--- config.mk ---
export PLATFORM = sky130hd
export DESIGN_NAME = json_string_unescape_utf8
export DESIGN_NICKNAME = d
export VERILOG_FILES = /design/src/rtl/core/jsu_pkg.sv /design/src/rtl/core/jsu_front.sv /design/src/rtl/core/jsu_queue.sv /design/src/rtl/core/jsu_back.sv /design/src/rtl/core/json_string_unescape_utf8.sv
export SDC_FILE = /design/constraint.sdc
export NUM_CORES = 1
export LEC_CHECK = 0
export ABC_AREA = 1
export BUFFER_PORTS_ARGS = -buffer_cell sky130_fd_sc_hd__buf_2
export CORE_MARGIN = 2
export CORE_UTILIZATION = 60
export CTS_CLUSTER_DIAMETER = 120
export DETAILED_ROUTE_END_ITERATION = 10
export HOLD_SLACK_MARGIN = 0.05
export PLACE_DENSITY_LB_ADDON = 0.2
export SETUP_SLACK_MARGIN = 0.3
export SKIP_CTS_REPAIR_TIMING = 1
export SYNTH_ARGS = -nofsm -noshare
export SYNTH_HDL_FRONTEND = slang
export SYNTH_SLANG_ARGS = --single-unit
--- constraint.sdc ---
create_clock -name clk -period 3.6 [get_ports clk]
set_input_delay 0 -clock clk [delete_from_list [all_inputs] [get_ports clk]]
set_output_delay 0 -clock clk [all_outputs]
set_load 0.02 [all_outputs]
--- src/rtl/core/jsu_pkg.sv ---
// shared types and constants for the json string unescape block
`default_nettype none
package jsu_pkg;

  localparam int QUEUE_DEPTH = 4;

  // result kinds
  localparam logic [1:0] KIND_BYTE  = 2'd0;
  localparam logic [1:0] KIND_CLOSE = 2'd1;
  localparam logic [1:0] KIND_ERROR = 2'd2;

  // error codes
  localparam logic [3:0] ERR_NONE       = 4'd0;
  localparam logic [3:0] ERR_UNTERM     = 4'd1;
  localparam logic [3:0] ERR_TRUNC_ESC  = 4'd2;
  localparam logic [3:0] ERR_BAD_ESC    = 4'd3;
  localparam logic [3:0] ERR_CTRL       = 4'd4;
  localparam logic [3:0] ERR_TRUNC_U    = 4'd5;
  localparam logic [3:0] ERR_BAD_HEX    = 4'd6;
  localparam logic [3:0] ERR_NO_LOW     = 4'd7;
  localparam logic [3:0] ERR_BAD_LOW    = 4'd8;
  localparam logic [3:0] ERR_LONE_LOW   = 4'd9;

  // utf-8 lead and continuation marks
  localparam logic [7:0] UTF8_LEAD2 = 8'hC0;
  localparam logic [7:0] UTF8_LEAD3 = 8'hE0;
  localparam logic [7:0] UTF8_LEAD4 = 8'hF0;
  localparam logic [7:0] UTF8_CONT  = 8'h80;

  // one queued command: a code point with its byte count, a close or an error
  typedef struct packed {
    logic [1:0]  kind;
    logic [3:0]  code;
    logic [1:0]  nbytes_m1;
    logic [20:0] cp;
  } jsu_cmd_t;

endpackage
`default_nettype wire

--- src/rtl/core/jsu_front.sv ---
// front end: escape and surrogate decoding, one input word per cycle while accept is high
`default_nettype none
module jsu_front (
  input  wire logic             clk,
  input  wire logic             rst_n,
  input  wire logic             accept,
  input  wire logic [7:0]       data_byte,
  input  wire logic             input_end,
  output logic                  push,
  output jsu_pkg::jsu_cmd_t     cmd
);
  import jsu_pkg::*;

  typedef enum logic [2:0] {
    MODE_PLAIN,
    MODE_ESC,
    MODE_HEX1,
    MODE_WAITBSL,
    MODE_WAITU,
    MODE_HEX2
  } mode_t;

  localparam logic [7:0] CH_QUOTE = 8'h22;
  localparam logic [7:0] CH_BSL   = 8'h5C;
  localparam logic [7:0] CH_SLASH = 8'h2F;
  localparam logic [7:0] CH_B     = 8'h62;
  localparam logic [7:0] CH_F     = 8'h66;
  localparam logic [7:0] CH_N     = 8'h6E;
  localparam logic [7:0] CH_R     = 8'h72;
  localparam logic [7:0] CH_T     = 8'h74;
  localparam logic [7:0] CH_U     = 8'h75;
  localparam logic [7:0] CH_SPACE = 8'h20;
  localparam logic [5:0] SURR_HIGH = 6'b110110;
  localparam logic [5:0] SURR_LOW  = 6'b110111;

  mode_t       mode_r, mode_nxt;
  logic [11:0] accum_r, accum_nxt;
  logic [1:0]  digits_r, digits_nxt;
  logic [9:0]  hs_r, hs_nxt;

  logic        hex_ok;
  logic [3:0]  hex_d;
  logic [15:0] hex_v;
  logic [10:0] plane;

  always_comb begin
    hex_ok = 1'b1;
    hex_d  = 4'd0;
    if (data_byte >= 8'h30 && data_byte <= 8'h39) begin
      hex_d = data_byte[3:0];
    end else if ((data_byte >= 8'h61 && data_byte <= 8'h66) ||
                 (data_byte >= 8'h41 && data_byte <= 8'h46)) begin
      hex_d = data_byte[3:0] + 4'd9;
    end else begin
      hex_ok = 1'b0;
    end
  end

  assign hex_v = {accum_r, hex_d};
  // 0x10000 + (high << 10) + low, the add only touches the upper bits
  assign plane = {1'b0, hs_r} + 11'h040;

  always_comb begin
    mode_nxt   = mode_r;
    accum_nxt  = accum_r;
    digits_nxt = digits_r;
    hs_nxt     = hs_r;
    push       = 1'b0;
    cmd.kind      = KIND_BYTE;
    cmd.code      = ERR_NONE;
    cmd.nbytes_m1 = 2'd0;
    cmd.cp        = {13'd0, data_byte};

    if (accept) begin
      if (input_end) begin
        push     = 1'b1;
        cmd.kind = KIND_ERROR;
        cmd.cp   = 21'd0;
        case (mode_r)
          MODE_PLAIN: cmd.code = ERR_UNTERM;
          MODE_ESC:   cmd.code = ERR_TRUNC_ESC;
          MODE_HEX1:  cmd.code = ERR_TRUNC_U;
          default:    cmd.code = ERR_NO_LOW;
        endcase
      end else begin
        case (mode_r)
          MODE_ESC: begin
            push     = 1'b1;
            mode_nxt = MODE_PLAIN;
            case (data_byte)
              CH_QUOTE, CH_BSL, CH_SLASH: cmd.cp = {13'd0, data_byte};
              CH_B: cmd.cp = 21'h08;
              CH_F: cmd.cp = 21'h0C;
              CH_N: cmd.cp = 21'h0A;
              CH_R: cmd.cp = 21'h0D;
              CH_T: cmd.cp = 21'h09;
              CH_U: begin
                push       = 1'b0;
                mode_nxt   = MODE_HEX1;
                accum_nxt  = 12'd0;
                digits_nxt = 2'd0;
              end
              default: begin
                cmd.kind = KIND_ERROR;
                cmd.code = ERR_BAD_ESC;
                cmd.cp   = 21'd0;
              end
            endcase
          end
          MODE_HEX1, MODE_HEX2: begin
            if (!hex_ok) begin
              push     = 1'b1;
              cmd.kind = KIND_ERROR;
              cmd.code = ERR_BAD_HEX;
              cmd.cp   = 21'd0;
            end else if (digits_r != 2'd3) begin
              accum_nxt  = hex_v[11:0];
              digits_nxt = digits_r + 2'd1;
            end else begin
              accum_nxt  = 12'd0;
              digits_nxt = 2'd0;
              if (mode_r == MODE_HEX1) begin
                if (hex_v[15:10] == SURR_HIGH) begin
                  hs_nxt   = hex_v[9:0];
                  mode_nxt = MODE_WAITBSL;
                end else if (hex_v[15:10] == SURR_LOW) begin
                  push     = 1'b1;
                  cmd.kind = KIND_ERROR;
                  cmd.code = ERR_LONE_LOW;
                  cmd.cp   = 21'd0;
                end else begin
                  push     = 1'b1;
                  mode_nxt = MODE_PLAIN;
                  cmd.cp   = {5'd0, hex_v};
                  if (hex_v < 16'h0080) begin
                    cmd.nbytes_m1 = 2'd0;
                  end else if (hex_v < 16'h0800) begin
                    cmd.nbytes_m1 = 2'd1;
                  end else begin
                    cmd.nbytes_m1 = 2'd2;
                  end
                end
              end else begin
                push     = 1'b1;
                mode_nxt = MODE_PLAIN;
                if (hex_v[15:10] != SURR_LOW) begin
                  cmd.kind = KIND_ERROR;
                  cmd.code = ERR_BAD_LOW;
                  cmd.cp   = 21'd0;
                end else begin
                  cmd.cp        = {plane, hex_v[9:0]};
                  cmd.nbytes_m1 = 2'd3;
                end
              end
            end
          end
          MODE_WAITBSL: begin
            if (data_byte != CH_BSL) begin
              push     = 1'b1;
              cmd.kind = KIND_ERROR;
              cmd.code = ERR_NO_LOW;
              cmd.cp   = 21'd0;
            end else begin
              mode_nxt = MODE_WAITU;
            end
          end
          MODE_WAITU: begin
            if (data_byte != CH_U) begin
              push     = 1'b1;
              cmd.kind = KIND_ERROR;
              cmd.code = ERR_NO_LOW;
              cmd.cp   = 21'd0;
            end else begin
              mode_nxt   = MODE_HEX2;
              accum_nxt  = 12'd0;
              digits_nxt = 2'd0;
            end
          end
          default: begin
            if (data_byte == CH_QUOTE) begin
              push     = 1'b1;
              cmd.kind = KIND_CLOSE;
              cmd.cp   = 21'd0;
            end else if (data_byte == CH_BSL) begin
              mode_nxt = MODE_ESC;
            end else if (data_byte < CH_SPACE) begin
              push     = 1'b1;
              cmd.kind = KIND_ERROR;
              cmd.code = ERR_CTRL;
              cmd.cp   = 21'd0;
            end else begin
              push     = 1'b1;
              mode_nxt = MODE_PLAIN;
            end
          end
        endcase
      end

      // any close or error starts a fresh string
      if (push && cmd.kind != KIND_BYTE) begin
        mode_nxt   = MODE_PLAIN;
        accum_nxt  = 12'd0;
        digits_nxt = 2'd0;
        hs_nxt     = 10'd0;
      end
      if (push && mode_r == MODE_HEX2) begin
        hs_nxt = 10'd0;
      end
    end
  end

  always_ff @(posedge clk) begin
    if (!rst_n) begin
      mode_r   <= MODE_PLAIN;
      accum_r  <= 12'd0;
      digits_r <= 2'd0;
      hs_r     <= 10'd0;
    end else begin
      mode_r   <= mode_nxt;
      accum_r  <= accum_nxt;
      digits_r <= digits_nxt;
      hs_r     <= hs_nxt;
    end
  end

endmodule
`default_nettype wire

--- src/rtl/core/jsu_queue.sv ---
// short command queue between the front end and the byte serialiser
`default_nettype none
module jsu_queue #(
  parameter int DEPTH = jsu_pkg::QUEUE_DEPTH
) (
  input  wire logic              clk,
  input  wire logic              rst_n,
  input  wire logic              push,
  input  wire jsu_pkg::jsu_cmd_t push_cmd,
  input  wire logic              pop,
  output logic                   full,
  output logic                   not_empty,
  output jsu_pkg::jsu_cmd_t      head_cmd
);
  import jsu_pkg::*;

  localparam int PTR_W = (DEPTH > 1) ? $clog2(DEPTH) : 1;
  localparam int CNT_W = $clog2(DEPTH + 1);

  jsu_cmd_t               entry_r [DEPTH];
  logic [PTR_W-1:0]       head_r, head_nxt;
  logic [PTR_W-1:0]       tail_r, tail_nxt;
  logic [CNT_W-1:0]       count_r, count_nxt;
  logic                   do_push, do_pop;

  assign full      = (count_r == CNT_W'(DEPTH));
  assign not_empty = (count_r != '0);
  assign head_cmd  = entry_r[head_r];
  assign do_push   = push && !full;
  assign do_pop    = pop && not_empty;

  always_comb begin
    head_nxt  = head_r;
    tail_nxt  = tail_r;
    count_nxt = count_r;
    if (do_push) begin
      tail_nxt = (tail_r == PTR_W'(DEPTH - 1)) ? '0 : tail_r + PTR_W'(1);
    end
    if (do_pop) begin
      head_nxt = (head_r == PTR_W'(DEPTH - 1)) ? '0 : head_r + PTR_W'(1);
    end
    if (do_push && !do_pop) begin
      count_nxt = count_r + CNT_W'(1);
    end else if (do_pop && !do_push) begin
      count_nxt = count_r - CNT_W'(1);
    end
  end

  always_ff @(posedge clk) begin
    if (!rst_n) begin
      head_r  <= '0;
      tail_r  <= '0;
      count_r <= '0;
    end else begin
      head_r  <= head_nxt;
      tail_r  <= tail_nxt;
      count_r <= count_nxt;
    end
  end

  always_ff @(posedge clk) begin
    if (do_push) begin
      entry_r[tail_r] <= push_cmd;
    end
  end

`ifndef ASSERT_OFF
  a_count_bound: assert property (@(posedge clk) disable iff (!rst_n)
    count_r <= CNT_W'(DEPTH))
    else $error("queue count above depth");

  a_push_grows: assert property (@(posedge clk) disable iff (!rst_n)
    (push && !full && !pop) |=> (count_r == $past(count_r) + CNT_W'(1)))
    else $error("queue push lost");
`endif

endmodule
`default_nettype wire

--- src/rtl/core/jsu_back.sv ---
// back end: serialises queued commands into result words
`default_nettype none
module jsu_back (
  input  wire logic              clk,
  input  wire logic              rst_n,
  input  wire logic              q_valid,
  input  wire jsu_pkg::jsu_cmd_t q_cmd,
  output logic                   q_pop,
  output logic                   out_valid,
  input  wire logic              out_stall,
  output logic [1:0]             out_result_kind,
  output logic [7:0]             out_out_byte,
  output logic [3:0]             out_error_code,
  output logic                   out_last
);
  import jsu_pkg::*;

  logic       valid_r, valid_nxt;
  logic [1:0] idx_r, idx_nxt;
  logic [1:0] kind_r;
  logic [7:0] byte_r;
  logic [3:0] code_r;
  logic       last_r;

  logic       load;
  logic       last_byte;
  logic [7:0] sel_byte;

  assign load      = q_valid && (!valid_r || !out_stall);
  assign last_byte = (idx_r == q_cmd.nbytes_m1);
  assign q_pop     = load && last_byte;

  always_comb begin
    sel_byte = 8'd0;
    if (q_cmd.kind == KIND_BYTE) begin
      case (q_cmd.nbytes_m1)
        2'd0: sel_byte = q_cmd.cp[7:0];
        2'd1: begin
          case (idx_r)
            2'd0:    sel_byte = UTF8_LEAD2 | {3'd0, q_cmd.cp[10:6]};
            default: sel_byte = UTF8_CONT | {2'd0, q_cmd.cp[5:0]};
          endcase
        end
        2'd2: begin
          case (idx_r)
            2'd0:    sel_byte = UTF8_LEAD3 | {4'd0, q_cmd.cp[15:12]};
            2'd1:    sel_byte = UTF8_CONT | {2'd0, q_cmd.cp[11:6]};
            default: sel_byte = UTF8_CONT | {2'd0, q_cmd.cp[5:0]};
          endcase
        end
        default: begin
          case (idx_r)
            2'd0:    sel_byte = UTF8_LEAD4 | {5'd0, q_cmd.cp[20:18]};
            2'd1:    sel_byte = UTF8_CONT | {2'd0, q_cmd.cp[17:12]};
            2'd2:    sel_byte = UTF8_CONT | {2'd0, q_cmd.cp[11:6]};
            default: sel_byte = UTF8_CONT | {2'd0, q_cmd.cp[5:0]};
          endcase
        end
      endcase
    end
  end

  always_comb begin
    valid_nxt = valid_r;
    idx_nxt   = idx_r;
    if (load) begin
      valid_nxt = 1'b1;
      idx_nxt   = last_byte ? 2'd0 : idx_r + 2'd1;
    end else if (!out_stall) begin
      valid_nxt = 1'b0;
    end
  end

  always_ff @(posedge clk) begin
    if (!rst_n) begin
      valid_r <= 1'b0;
      idx_r   <= 2'd0;
    end else begin
      valid_r <= valid_nxt;
      idx_r   <= idx_nxt;
    end
  end

  // output word payload, held while stalled
  always_ff @(posedge clk) begin
    if (load) begin
      kind_r <= q_cmd.kind;
      byte_r <= sel_byte;
      code_r <= q_cmd.code;
      last_r <= last_byte;
    end
  end

  assign out_valid       = valid_r;
  assign out_result_kind = kind_r;
  assign out_out_byte    = byte_r;
  assign out_error_code  = code_r;
  assign out_last        = last_r;

`ifndef ASSERT_OFF
  a_single_word_end: assert property (@(posedge clk) disable iff (!rst_n)
    (valid_r && kind_r != KIND_BYTE) |-> (last_r && byte_r == 8'd0))
    else $error("close or error word not single");

  a_code_only_err: assert property (@(posedge clk) disable iff (!rst_n)
    (valid_r && kind_r != KIND_ERROR) |-> (code_r == ERR_NONE))
    else $error("error code on non-error word");

  a_idx_bound: assert property (@(posedge clk) disable iff (!rst_n)
    (q_valid && idx_r != 2'd0) |-> (idx_r <= q_cmd.nbytes_m1))
    else $error("byte index past command length");
`endif

endmodule
`default_nettype wire

--- src/rtl/core/json_string_unescape_utf8.sv ---
// top level of the json string unescape and utf-8 encode block
//
// input channel: one raw byte of a json string body per word (after the
// opening quote), or an end-of-input marker; in_valid/in_stall handshake.
// output channel: result words, each a decoded byte, a string close or an
// error code; out_last marks the final word caused by one input word.
// path: the first result of an input word passes the command queue, then
// the output register. throughput: one input word per cycle while the queue
// is not full and one result word per cycle while out_stall is low; a \u
// escape or surrogate pair emits up to four bytes, so the byte serialiser
// sets the rate on such input.
// a small command queue sits between the decoder and the serialiser; the
// input stalls only when that queue is full.
// reset clears decoder state, queue and output register; the next byte
// starts a new string. after a close or error the decoder likewise starts
// a new string. a stalled output holds its word, and the queue keeps
// taking input until it fills.
`default_nettype none
module json_string_unescape_utf8 #(
  parameter int QUEUE_DEPTH = jsu_pkg::QUEUE_DEPTH
) (
  input  wire logic       clk,
  input  wire logic       rst_n,
  input  wire logic       in_valid,
  output logic            in_stall,
  input  wire logic [7:0] in_data_byte,
  input  wire logic       in_input_end,
  output logic            out_valid,
  input  wire logic       out_stall,
  output logic [1:0]      out_result_kind,
  output logic [7:0]      out_out_byte,
  output logic [3:0]      out_error_code,
  output logic            out_last
);
  import jsu_pkg::*;

  logic     accept;
  logic     push;
  jsu_cmd_t push_cmd;
  logic     q_full;
  logic     q_valid;
  logic     q_pop;
  jsu_cmd_t head_cmd;

  assign in_stall = q_full;
  assign accept   = in_valid && !q_full;

  jsu_front u_front (
    .clk       (clk),
    .rst_n     (rst_n),
    .accept    (accept),
    .data_byte (in_data_byte),
    .input_end (in_input_end),
    .push      (push),
    .cmd       (push_cmd)
  );

  jsu_queue #(
    .DEPTH (QUEUE_DEPTH)
  ) u_queue (
    .clk       (clk),
    .rst_n     (rst_n),
    .push      (push),
    .push_cmd  (push_cmd),
    .pop       (q_pop),
    .full      (q_full),
    .not_empty (q_valid),
    .head_cmd  (head_cmd)
  );

  jsu_back u_back (
    .clk             (clk),
    .rst_n           (rst_n),
    .q_valid         (q_valid),
    .q_cmd           (head_cmd),
    .q_pop           (q_pop),
    .out_valid       (out_valid),
    .out_stall       (out_stall),
    .out_result_kind (out_result_kind),
    .out_out_byte    (out_out_byte),
    .out_error_code  (out_error_code),
    .out_last        (out_last)
  );

endmodule
`default_nettype wire

Yosys cells after proc, flatten, opt, wreduce, memory -nomap -nowiden
Memory sizes are Yosys's and may differ from the RTL's. A register that Yosys moved wholly into a read port is not among the register bits.
Index checks and enable logic that the tools add are counted.

word-level totals
  register bits after elaboration = 52
  output and inout port bits = 17
  bits in read-only memories = 0
  word-level logic and storage cells = 212
  memory bits (writable) = 116
  memories kept = 1
  bits in latches = 0
  bits of input ports = 13

memory list
  memory           depth  width  read ports  clocked after memory_dff  write ports  line             RTL
  u_queue.entry_r  4      29     1           1                         1            jsu_queue.sv:20  jsu_cmd_t entry_r [DEPTH];

cells by class
  $mul = 0
  order comparisons = 9
  reductions and logical operators = 37
  shifts and indexed selects = 0
  divide/modulo/power cells = 0
  muxes and demuxes = 104
  eq/ne operators = 40
  add/sub/neg operators = 8
  bitwise gates (word level) = 0

operators with widths
  kind                                                                                  count
  29-bit two-way mux                                                                    4
  21-bit two-way mux                                                                    5
  21-bit case mux with 4 select lines                                                   1
  10-bit two-way mux                                                                    8
  12-bit two-way mux                                                                    6
  6-bit two-way mux                                                                     10
  8-bit by 7-bit == test with 1-bit output (second input constant)                      7
  8-bit case mux with 6 select lines                                                    1
  3-bit two-way mux                                                                     14
  2-bit two-way mux                                                                     20
  12-bit case mux with 3 select lines                                                   1
  8-bit two-way mux                                                                     3
  6-bit case mux with 4 select lines                                                    1
  8-bit case mux with 3 select lines                                                    1
  7-bit case mux with 3 select lines                                                    1
  1-bit two-way mux                                                                     18
  8-bit by 6-bit == test with 1-bit output (second input constant)                      2
  8-bit by 7-bit greater-or-equal comparator with 1-bit output (second input constant)  2
  8-bit by 7-bit less-or-equal comparator with 1-bit output (second input constant)     2
  16-bit by 12-bit < comparator with 1-bit output (second input constant)               1
  16-bit by 8-bit < comparator with 1-bit output (second input constant)                1
  16-bit two-way mux                                                                    1
  8-bit by 7-bit != test with 1-bit output (second input constant)                      2
  3-bit nonzero test                                                                    5
  other kinds (43)                                                                      81

Longest topological paths before layout
Gate-level depths: netlist of run 1.

  word-level depth = 20
  gate-level depth with buffers = 20
  mapped depth without buffers = 20

Modules after synthesis
A second synthesis of run 1 with hierarchy kept.

unflattened totals
  cells, all modules = 1015
  area total of the unflattened synthesis = 9185.1 sq um

modules (own cells, without submodules)
  module                     cells an instance  times used  sequential area each (sq um)  area each (sq um)
  jsu_queue                  352                1           3663.5                        5107.4
  jsu_front                  490                1           540.5                         2766.4
  jsu_back                   171                1           510.5                         1301.2
  json_string_unescape_utf8  2                  1           0.0                           10.0

Least setup slack after synthesis of run 1
Ideal clock, no wire load.

  path type = register to register
  start = reg u_front.mode_r[0]
  end = mem u_queue.entry_r[0][0] (netlist bit) (enable)
  stages on the path, launching flop included = 13
  slack = 0.603 ns
  required time = 3.185 ns
  path buffers = 0
  arrival = 2.581 ns
  period minus slack after synthesis = 2.997 ns
  setup time = 0.415 ns
  cells stage by stage = dfxtp_1 > inv_2 > nor2_1 > inv_2 > nor2_2 > nand2_1 > nand2_1 > nor2_1 > nand2_1 > nand2_1 > nand2_1 > nand2_1 > nor2_1

on the way
  cells in the longest elaborated chain, start to end = 11
  elaborated cells between the ends (all ways) = 16
  those cells by class = 5 x eq/ne; 9 x mux; 2 x reduce/logical

ends and longest elaborated chain
  element                                      line                               RTL
  start, declared                              jsu_front.sv:36                    mode_t mode_r, mode_nxt;
  start signal, assigned                       jsu_front.sv:219                   mode_r <= mode_nxt;
  3-bit by 2-bit == test with 1-bit output     jsu_front.sv:86, jsu_front.sv:122
  1-bit two-way mux                            jsu_front.sv:122                   if (mode_r == MODE_HEX1) begin
  1-bit two-way mux                            jsu_front.sv:116                   end else if (digits_r != 2'd3) begin
  1-bit two-way mux                            jsu_front.sv:111                   if (!hex_ok) begin
  1-bit case mux with 4 select lines (*)       jsu_front.sv:86                    case (mode_r)
  1-bit two-way mux (*)                        jsu_front.sv:75                    if (input_end) begin
  1-bit two-way mux (*) (2 in a row)           jsu_front.sv:74                    if (accept) begin
  1-bit logical AND (*)                        jsu_queue.sv:29                    assign do_push = push && !full;
  1-bit two-way mux (*)                        jsu_queue.sv:62                    if (do_push) begin
  1-bit two-way mux (not written as such) (*)  jsu_queue.sv:63                    entry_r[tail_r] <= push_cmd;
  end, declared                                jsu_queue.sv:20

Every way passes the cells marked *; elsewhere a longest branch is shown, timed or not. The select of a mux whose other input is x is not followed.

==> results of run 1 <==
==> routing by layer <==
layer,track usage,wire length (µm),vias up
met5,0,0,-
met4,0.124,675,0
met3,0.0641,1750,53
met2,0.458,9790,344
met1,0.387,9000,3274
li1,-,-,3397
==> placed cells by master (no fill, tap or decap), types with 9 or more instances in the layout <==
cell type and count:
a21oi_1 65, clkinv_1 9, nand3_1 72, edfxtp_1 131, ha_1 21, o21ai_0 66
nor2_2 12, buf_4 18, buf_2 29, clkbuf_16 17, nor2_1 95, dfxtp_1 38
o22ai_1 20, nand2_1 197, nand4_1 18, inv_2 12, nor3_1 23, inv_1 80
==> logic make-up after synthesis <==
logic type | count (synthesis) | share of synthesized area
muxes | 2 | 0.00233
and+or+nand+nor | 440 | 0.225
adders and majority gates | 22 | 0.0329
DFF | 170 | 0.549
xor gates and xnor gates | 2 | 0.00204
buffers and inverters | 137 | 0.0623
AOI/OAI and AO/OA | 188 | 0.127
==> sequential cells by signal, indices dropped and copies added (netlist names), 3 cells and up, named ones only <==
signal	count
u_queue.entry_r	116
u_front.accum_r	12
u_front.hs_r	10
u_back.out_out_byte	8
u_back.out_error_code	4
u_front.mode_r	3
u_queue.count_r	3
==> worst reg2reg max path, stage by stage (launching register included) <==
cell and delay (ns):
dfxtp_2 0.51, clkinvlp_4 0.25, nand2_1 0.10, nand3_1 0.06, nand2_1 0.14, nor2_1 0.05, o21ai_0 0.29, inv_1 0.12
nand2_1 0.16, ha_1 0.18, inv_1 0.07, fa_1 0.43, a21oi_1 0.14, o21ai_0 0.11, o21ai_0 0.15, a21oi_1 0.05
==> through the flow <==
step | setup slack, ns | utilization | total power, W | std cells
6_report | 0.672 | 0.682 | 0.00650 | 1185
5_1_grt | 0.295 | 0.682 | 0.00686 | 1185
4_1_cts | 0.528 | 0.677 | 0.00647 | 1179
3_5_place_dp | 0.542 | 0.641 | 0.00488 | 1147
3_3_place_gp | 0.617 | 0.641 | 0.00484 | 1147
2_1_floorplan | 0.603 | - | 0.00423 | 961
==> cell type report <==
type | count | area (µm²)
well taps | 180 | 225
multi-input cells | 654 | 3360
repair buffers | 51 | 320
flip-flops and latches | 170 | 4720
fillers | 1114 | 4430
inverters | 98 | 372
clock buffers | 19 | 433
clock inverters | 13 | 80.1
==> power by group through the flow <==
| stage | Clock [W] | Sequential (W) | Combinational (W) |
|---|---|---|---|
| 6_report | 0.00159 | 0.00268 | 0.00222 |
| 3_3_place_gp | 0 | 0.00270 | 0.00213 |
| 4_1_cts | 0.00161 | 0.00268 | 0.00218 |
| 3_5_place_dp | 0 | 0.00271 | 0.00217 |
| 5_1_grt | 0.00169 | 0.00271 | 0.00246 |
| 2_1_floorplan | 0 | 0.00280 | 0.00143 |
==> synth_stat cells, types with 2 or more instances <==
master | instances | area [µm²]
a211oi_1 | 5 | 37.5
a21oi_1 | 65 | 325
a221oi_1 | 3 | 26.3
a311oi_1 | 2 | 17.5
a31oi_1 | 2 | 12.5
a32o_1 | 3 | 30.0
and3_1 | 2 | 12.5
buf_1 | 2 | 7.51
buf_2 | 5 | 25.0
buf_4 | 4 | 30.0
clkbuf_1 | 28 | 105
clkinv_1 | 5 | 18.8
dfxtp_1 | 39 | 781
edfxtp_1 | 131 | 3930
ha_1 | 21 | 263
inv_1 | 81 | 304
inv_2 | 12 | 45.0
mux2i_1 | 2 | 20.0
nand2_1 | 198 | 743
nand2_2 | 4 | 25.0
nand3_1 | 72 | 360
nand3_2 | 6 | 60.1
nand4_1 | 18 | 113
nor2_1 | 100 | 375
nor2_2 | 7 | 43.8
nor3_1 | 23 | 115
nor4_1 | 4 | 25.0
o2111ai_1 | 2 | 17.5
o211ai_1 | 6 | 45.0
o21ai_0 | 66 | 330
o21ai_2 | 2 | 17.5
o221ai_1 | 4 | 35.0
o22ai_1 | 20 | 125
o31ai_1 | 2 | 15.0
xor2_1 | 2 | 17.5
==> final timing paths <==
check	from	end	slack (ns)
setup / recovery	flip-flop	u_queue.count_r[2]$_SDFFE_PN0P_	0.67
hold reg to reg	u_front.digits_r[1]$_SDFFE_PN0P_	u_front.digits_r[1]$_SDFFE_PN0P_	0.48
setup reg to reg	flip-flop	u_queue.count_r[2]$_SDFFE_PN0P_	0.67
hold / removal	in_data_byte[6]	u_queue.entry_r[2][6]$_DFFE_PP_	0.15
==> impl_metrics.tcl, run 1 <==
set metrics [dict create \
    power.leakage_nw 3.68 \
    ys_types 48 \
    cts.root.buffer_cell "clkbuf_16" \
    finalSetupViolations 0 \
    fin_nets 1027 \
    dr.pass1.iters 5 \
    die_w_um 124 \
    hp-class "in2reg" \
    path_buf_inv 3 \
    drtIter0Drc 842 \
    clkPwrFrac 0.245 \
    tightest_slew_ns 0.886 \
    power_density_nw_per_um2 684 \
    finalSetupTns_ns 0 \
    hpwl_mm 14.5 \
    holdWs_ns 0.150 \
    required_ns 3.91 \
    final_cell_area_um2 9510 \
    clk_latency_ns 0.42 \
    io_buffers 29 \
    clock.fmax_mhz 342 \
    vias_per_cell 5.96 \
    first_global_vias 6574 \
    status "finished clean" \
    internal_power_w 0.00409 \
    critPathSlowestCell "dfxtp_2" \
    p_switching_w 0.00241 \
    synth_cells 961 \
    gp_congestion 0.971 \
    ys_warn_count 0 \
    vias 7068 \
    layout-drive-gt1-share 0.115 \
    dieArea_um2 15300 \
    wl_mm 21.2 \
    numCtsBuffers 17 \
    ios 30 \
    coreArea_um2 13900 \
    arrival_ns 3.24 \
    power_frac_comb 0.342 \
    cts_sinks 170 \
    placed_area_um2 8930 \
    start_util 0.616 \
    wl_per_cell_um 17.9 \
    synth_area_um2 8590 \
    path_delay_family "compound AO/OA/AOI/OAI gates" \
    drv_slew 0 \
    cts_buffer_depth 2 \
    syn2layout_area_growth_pct 10.7 \
    crit_path_cell_trace "clkinvlp_4, nand2_1, nand3_1, nand2_1, nor2_1, o21ai_0, inv_1, nand2_1, ha_1, inv_1, fa_1, a21oi_1, o21ai_0, o21ai_0, a21oi_1" \
    antenna_found_initial 0 \
    finalCritPeriodShare 0.813 \
    grt_pass1_wl_mm 33.1 \
    crit_path_end_kind "flip-flop" \
    htree_levels 4 \
    drc 0 \
    path_max_fanout 16 \
    crit_type "reg2reg" \
    max_slew_margin 0.406 \
    reg2reg_depth 15 \
    vdd_drop_max_uv 326 \
    die_h_um 124 \
    ys_seq_elements 170 \
    hold_viol 0 \
    start_kind "flip-flop" \
    seq_power_share 0.412 \
    synth_async_sr_flop_share 0 \
    synth_area_per_cell_um2 8.94 \
    synth-seq-area-share 0.549 \
    final.min_clock_period_ns 2.93 \
    p_sw_frac 0.371 \
    hold_depth 3 \
    clk_pin_slew_ns 0.06 \
    rsz0062_at_grt "no" \
    synth_ff_type "edfxtp_1" \
    crit_cells 15 \
    grt_util_all_layers 0.289 \
    syn_nets 996 \
    skew_ns 0.00785 \
    slowest_delay_ns 0.51 \
    ant_nets 0 \
    synth_edf_count 131 \
    grt_max_degree 47 \
    cap_violations 0 \
    grt-ovfl-total 0 \
    cts_tree "built" \
    n_antenna_cell 0 \
    num_rows 43 \
]
Note: power is estimated with default switching activity, not from simulation.
==> run 2, diff against run 1 <==
- CORE_UTILIZATION: 60 -> 56
- clock period: 3.6 -> 2.4 ns (I/O delays scaled with it)
==> run 2 against run 1 <==
Effect of this change:
- clock power is 65% higher
- utilization up 3.5 points
- clock-buffer cell count fell by 2
- critical path type unchanged
==> impl_metrics.tcl, run 2 (synthesis gave the netlist of run 1 again) <==
set metrics [dict create \
    wl_per_cell_um 17.9 \
    clkPwrFrac 0.243 \
    cts_tree "built" \
    p_switching_w 0.00400 \
    ios 30 \
    dr.pass1.iters 5 \
    rsz0062_at_grt "yes" \
    power.leakage_nw 4.23 \
    seq_power_share 0.370 \
    top_regs "u_queue.entry_r x116, u_front.accum_r x12, u_front.hs_r x10" \
    cts_sinks 170 \
    crit_end "u_queue.count_r[2]$_SDFFE_PN0P_" \
    status "finished clean" \
    final.min_clock_period_ns 2.30 \
    crit_type "reg2reg" \
    final_cell_mix "nand2_1 (174), edfxtp_1 (131), nor2_1 (82)" \
    power_density_nw_per_um2 997 \
    grt-ovfl-total 0 \
    required_ns 2.71 \
    finalPower_w 0.0108 \
    start_util 0.569 \
    final_cell_area_um2 10800 \
    tightest_slew_ns 0.828 \
    regMostFlops "u_queue.entry_r" \
    critPathSlowestCell "dfxtp_4" \
    grt_pass1_wl_mm 33.2 \
    setup.worst_path.start "u_front.mode_r[0]$_SDFFE_PN0P_" \
    dp_cells 1210 \
    internal_power_w 0.00679 \
    clock.fmax_mhz 434 \
    antenna_found_initial 0 \
    crit_path_cell_trace "inv_4, nor2_4, inv_4, nor2_4, nor2_4, inv_2, nand2_1, nand2_1, nand2_1, nand2_2, nand2_4, inv_4, ha_4, inv_2, fa_2, a21oi_2, o21ai_2, o21ai_1, a21oi_1" \
    gp_congestion 0.998 \
    ant_nets 0 \
    path_max_fanout 4 \
    reg2reg_depth 19 \
    hp-class "in2reg" \
    rr_startpoint "u_front.mode_r[0]$_SDFFE_PN0P_" \
    layout-drive-gt1-share 0.261 \
    stdcell_count 1271 \
    coreArea_um2 15100 \
    cap_violations 0 \
    slowest_delay_ns 0.38 \
    dieArea_um2 16300 \
    wl_mm 22.7 \
    largest_reg_flops 116 \
    drv_slew 0 \
    drtIter0Drc 870 \
    vias_per_cell 5.85 \
    placed_area_um2 9480 \
    vias 7435 \
    syn2layout_area_growth_pct 26.0 \
    n_antenna_cell 0 \
    cts_buffer_depth 2 \
    htree_levels 4 \
    r2r-end "u_queue.count_r[2]$_SDFFE_PN0P_" \
    vdd_drop_max_uv 446 \
    clk_pin_slew_ns 0.07 \
    die_w_um 128 \
    finalCritPeriodShare 0.960 \
    io_buffers 29 \
    start_kind "flip-flop" \
    final_common_cell "nand2_1" \
    max_slew_margin 0.447 \
    first_global_vias 6460 \
    die_h_um 128 \
    hold_viol 0 \
    drc 0 \
    fin_nets 1105 \
    clk_latency_ns 0.43 \
    numCtsBuffers 17 \
    grt_max_degree 57 \
    hpwl_mm 14.4 \
    power_frac_comb 0.387 \
    grt_util_all_layers 0.265 \
    p_sw_frac 0.371 \
    finalSetupViolations 0 \
    skew_ns 0.0136 \
    arrival_ns 2.62 \
    cts.root.buffer_cell "clkbuf_16" \
    ff2ff_setup_slack_ns 0.1 \
    num_rows 45 \
    crit_path_end_kind "flip-flop" \
]
==> run 2: changes by cell type in the layout (fill, tap and decap cells not counted), sizes merged <==
cell	previous run	this run
buf	47	120
inv	93	100
clkinv	15	9
clkbuf	19	22
bufinv	0	1
clkinvlp	3	4
dlygate4sd3	4	3
==> run 2: stage by stage <==
| step | util | setup WS (ns) | TNS [ns] | hold slack [ns] |
|---|---|---|---|---|
| 5_1_grt | 0.717 | -0.0351 | -0.0642 | 0.0729 |
| 4_1_cts | 0.666 | -0.0169 | -0.0169 | -0.116 |
| 2_1_floorplan | - | 0.0510 | 0 | 0.207 |
| 3_5_place_dp | 0.628 | 0.00341 | 0 | 0.318 |
| 6_report | 0.717 | 0.0951 | 0 | 0.0664 |
| 3_3_place_gp | 0.628 | 0.0700 | 0 | 0.326 |
==> run 2: power by group through the flow <==
stage          Clock [W]  Sequential, W  Combinational (W)
2_1_floorplan          0        0.00420            0.00219
3_3_place_gp           0        0.00403            0.00354
3_5_place_dp           0        0.00404            0.00357
4_1_cts          0.00264        0.00398            0.00359
5_1_grt          0.00278        0.00404            0.00454
6_report         0.00263        0.00399            0.00417
==> run 2: how the worst min path moves through the flow <==
stage,start,end,cells past startpoint
CTS,out_stall,u_back.out_valid$_SDFFE_PN0P_,5
floorplan,out_stall,u_back.out_valid$_SDFFE_PN0P_,4
global route,in_data_byte[7],u_queue.entry_r[1][7]$_DFFE_PP_,3
finish,in_data_byte[7],u_queue.entry_r[1][7]$_DFFE_PP_,3
detailed placement,out_stall,u_back.out_valid$_SDFFE_PN0P_,5
global placement,out_stall,u_back.out_valid$_SDFFE_PN0P_,5
==> run 2: cell type report <==
type,count,area [µm²]
timing repair buffer,128,1130
fill,1101,4270
timing repair inverter,1,5.00
clock buffer,17,425
tap,188,235
multi-input combinational,654,3750
sequential,170,4740
clock inverter,15,140
inverter,98,395
==> run 2: routing by layer <==
layer | GRT usage | wire length (µm) | part of all wire | vias to the layer above
met1 | 0.359 | 9540 | 0.42 | 3508
met4 | 0.0957 | 556 | 0.025 | 0
met5 | 0 | 0 | 0 | -
li1 | - | - | - | 3569
met3 | 0.0459 | 1530 | 0.067 | 46
met2 | 0.433 | 11100 | 0.49 | 312
==> run 2: worst max-delay path, delay by kind of cell (launching register included) <==
kind	cells	cell delay (ns)
adder cells (fa/ha/maj)	2	0.47
flip-flops	1	0.38
AND/OR/NAND/NOR	8	0.68
buffers and inverters	5	0.25
AO/OA/AOI/OAI	4	0.40
==> run 3, diff against run 2 <==
- RECOVER_POWER: default -> 25
==> run 3 against run 2 <==
Effect of this change:
- sequential share of layout area rose by 0.21 points
- critical path type unchanged
- critical path depth did not move
- worst setup slack got worse by 0.0023 ns
- largest cell class unchanged
==> impl_metrics.tcl, run 3 (synthesis gave the netlist of run 1 again) <==
set metrics [dict create \
    hpwl_mm 14.4 \
    antenna_found_initial 0 \
    layout-drive-gt1-share 0.237 \
    vdd_drop_max_uv 445 \
    hold_viol 0 \
    clock.fmax_mhz 433 \
    n_antenna_cell 0 \
    wl_per_cell_um 18.0 \
    ff2ff_setup_slack_ns 0.09 \
    grt_util_all_layers 0.265 \
    coreArea_um2 15100 \
    io_buffers 29 \
    finalPower_w 0.0107 \
    crit_type "reg2reg" \
    die_w_um 128 \
    clk_pin_slew_ns 0.07 \
    power_density_nw_per_um2 996 \
    path_max_fanout 4 \
    fillers 1119 \
    finalSetupViolations 0 \
    cts_tree "built" \
    final_cell_mix "nand2_1 (175), edfxtp_1 (131), nor2_1 (84)" \
    gp_congestion 0.998 \
    drc 0 \
    cts.root.buffer_cell "clkbuf_16" \
    die_h_um 128 \
    wl_mm 22.8 \
    drv_slew 0 \
    final.min_clock_period_ns 2.31 \
    final_cell_area_um2 10800 \
    cap_violations 0 \
    status "finished clean" \
    dieArea_um2 16300 \
    fin_nets 1105 \
    ant_nets 0 \
    top_regs "u_queue.entry_r x116, u_front.accum_r x12, u_front.hs_r x10" \
    finalSetupTns_ns 0 \
    clk_latency_ns 0.43 \
    max_slew_margin 0.253 \
    numCtsBuffers 17 \
    rsz0062_at_grt "yes" \
    skew_ns 0.0117 \
    required_ns 2.72 \
    syn2layout_area_growth_pct 25.4 \
    cts_buffer_depth 2 \
    placed_area_um2 9480 \
    start_kind "flip-flop" \
    htree_levels 4 \
    grt_pass1_wl_mm 33.2 \
    grt_max_degree 57 \
    num_rows 45 \
    ios 30 \
    arrival_ns 2.62 \
    hp-class "in2reg" \
    power.leakage_nw 4.16 \
    grt-ovfl-total 0 \
    hold_depth 3 \
    largest_reg_flops 116 \
    regMostFlops "u_queue.entry_r" \
    first_global_vias 6460 \
    tightest_slew_ns 1.12 \
    final_common_cell "nand2_1" \
    vias_per_cell 5.85 \
    reg2reg_depth 19 \
    finalCritPeriodShare 0.961 \
    drtIter0Drc 821 \
    vias 7431 \
    crit_path_end_kind "flip-flop" \
    start_util 0.569 \
    cts_sinks 170 \
    dr.pass1.iters 7 \
]
-- run 3: worst paths after layout --
path / startpoint / to
hold / removal: in_data_byte[7] / u_queue.entry_r[1][7]$_DFFE_PP_
hold reg to reg: u_front.accum_r[2]$_SDFFE_PN0P_ / u_front.accum_r[2]$_SDFFE_PN0P_
setup / recovery: u_front.mode_r[0]$_SDFFE_PN0P_ / u_queue.count_r[2]$_SDFFE_PN0P_
setup reg to reg: u_front.mode_r[0]$_SDFFE_PN0P_ / u_queue.count_r[2]$_SDFFE_PN0P_
-- run 3: through the flow --
stage	cells	hold slack [ns]	setup WS [ns]	utilization
floorplan	961	0.207	0.0510	-
global placement	1210	0.326	0.0700	0.628
detailed placement	1210	0.318	0.00341	0.628
CTS	1242	-0.116	-0.0169	0.666
global route	1271	0.0729	-0.0353	0.714
finish	1271	0.0634	0.0928	0.714
-- run 3: metal layers --
| metal | routed length [µm] | GRT usage | vias up |
|---|---|---|---|
| met5 | 0 | 0 | - |
| met4 | 565 | 0.0957 | 0 |
| li1 | - | - | 3560 |
| met3 | 1560 | 0.0459 | 50 |
| met1 | 9550 | 0.359 | 3492 |
| met2 | 11200 | 0.433 | 329 |
-- run 3: report_power, final --
part / total (W) / leakage, nW / internal (W) / switching [W]
clock: 0.00263 / 0.280 / 0.00145 / 0.00118
combinational: 0.00410 / 2.32 / 0.00146 / 0.00264
sequential: 0.00400 / 1.56 / 0.00381 / 0.000191
-- run 3: final cells by class --
type                            count  area, µm²  share of cell area
Multi-Input combinational cell    654       3730               0.347
Clock inverter                     15        140              0.0130
Timing Repair Buffer              128       1090               0.102
Tap cell                          188        235              0.0218
Clock buffer                       17        425              0.0395
Timing Repair inverter              1       5.00            0.000465
Inverter                           98        395              0.0367
Sequential cell                   170       4740               0.440
-- run 3: critical path: stages, from the launching register on --
cell and delay (ns):
dfxtp_4 0.38, inv_4 0.05, nor2_4 0.13, inv_4 0.06, nor2_4 0.14, nor2_4 0.04
inv_2 0.04, nand2_1 0.05, nand2_1 0.06, nand2_1 0.06, nand2_2 0.13, nand2_4 0.07
inv_4 0.06, ha_4 0.12, inv_2 0.04, fa_2 0.35, a21oi_2 0.15, o21ai_2 0.07
o21ai_1 0.13, a21oi_1 0.05
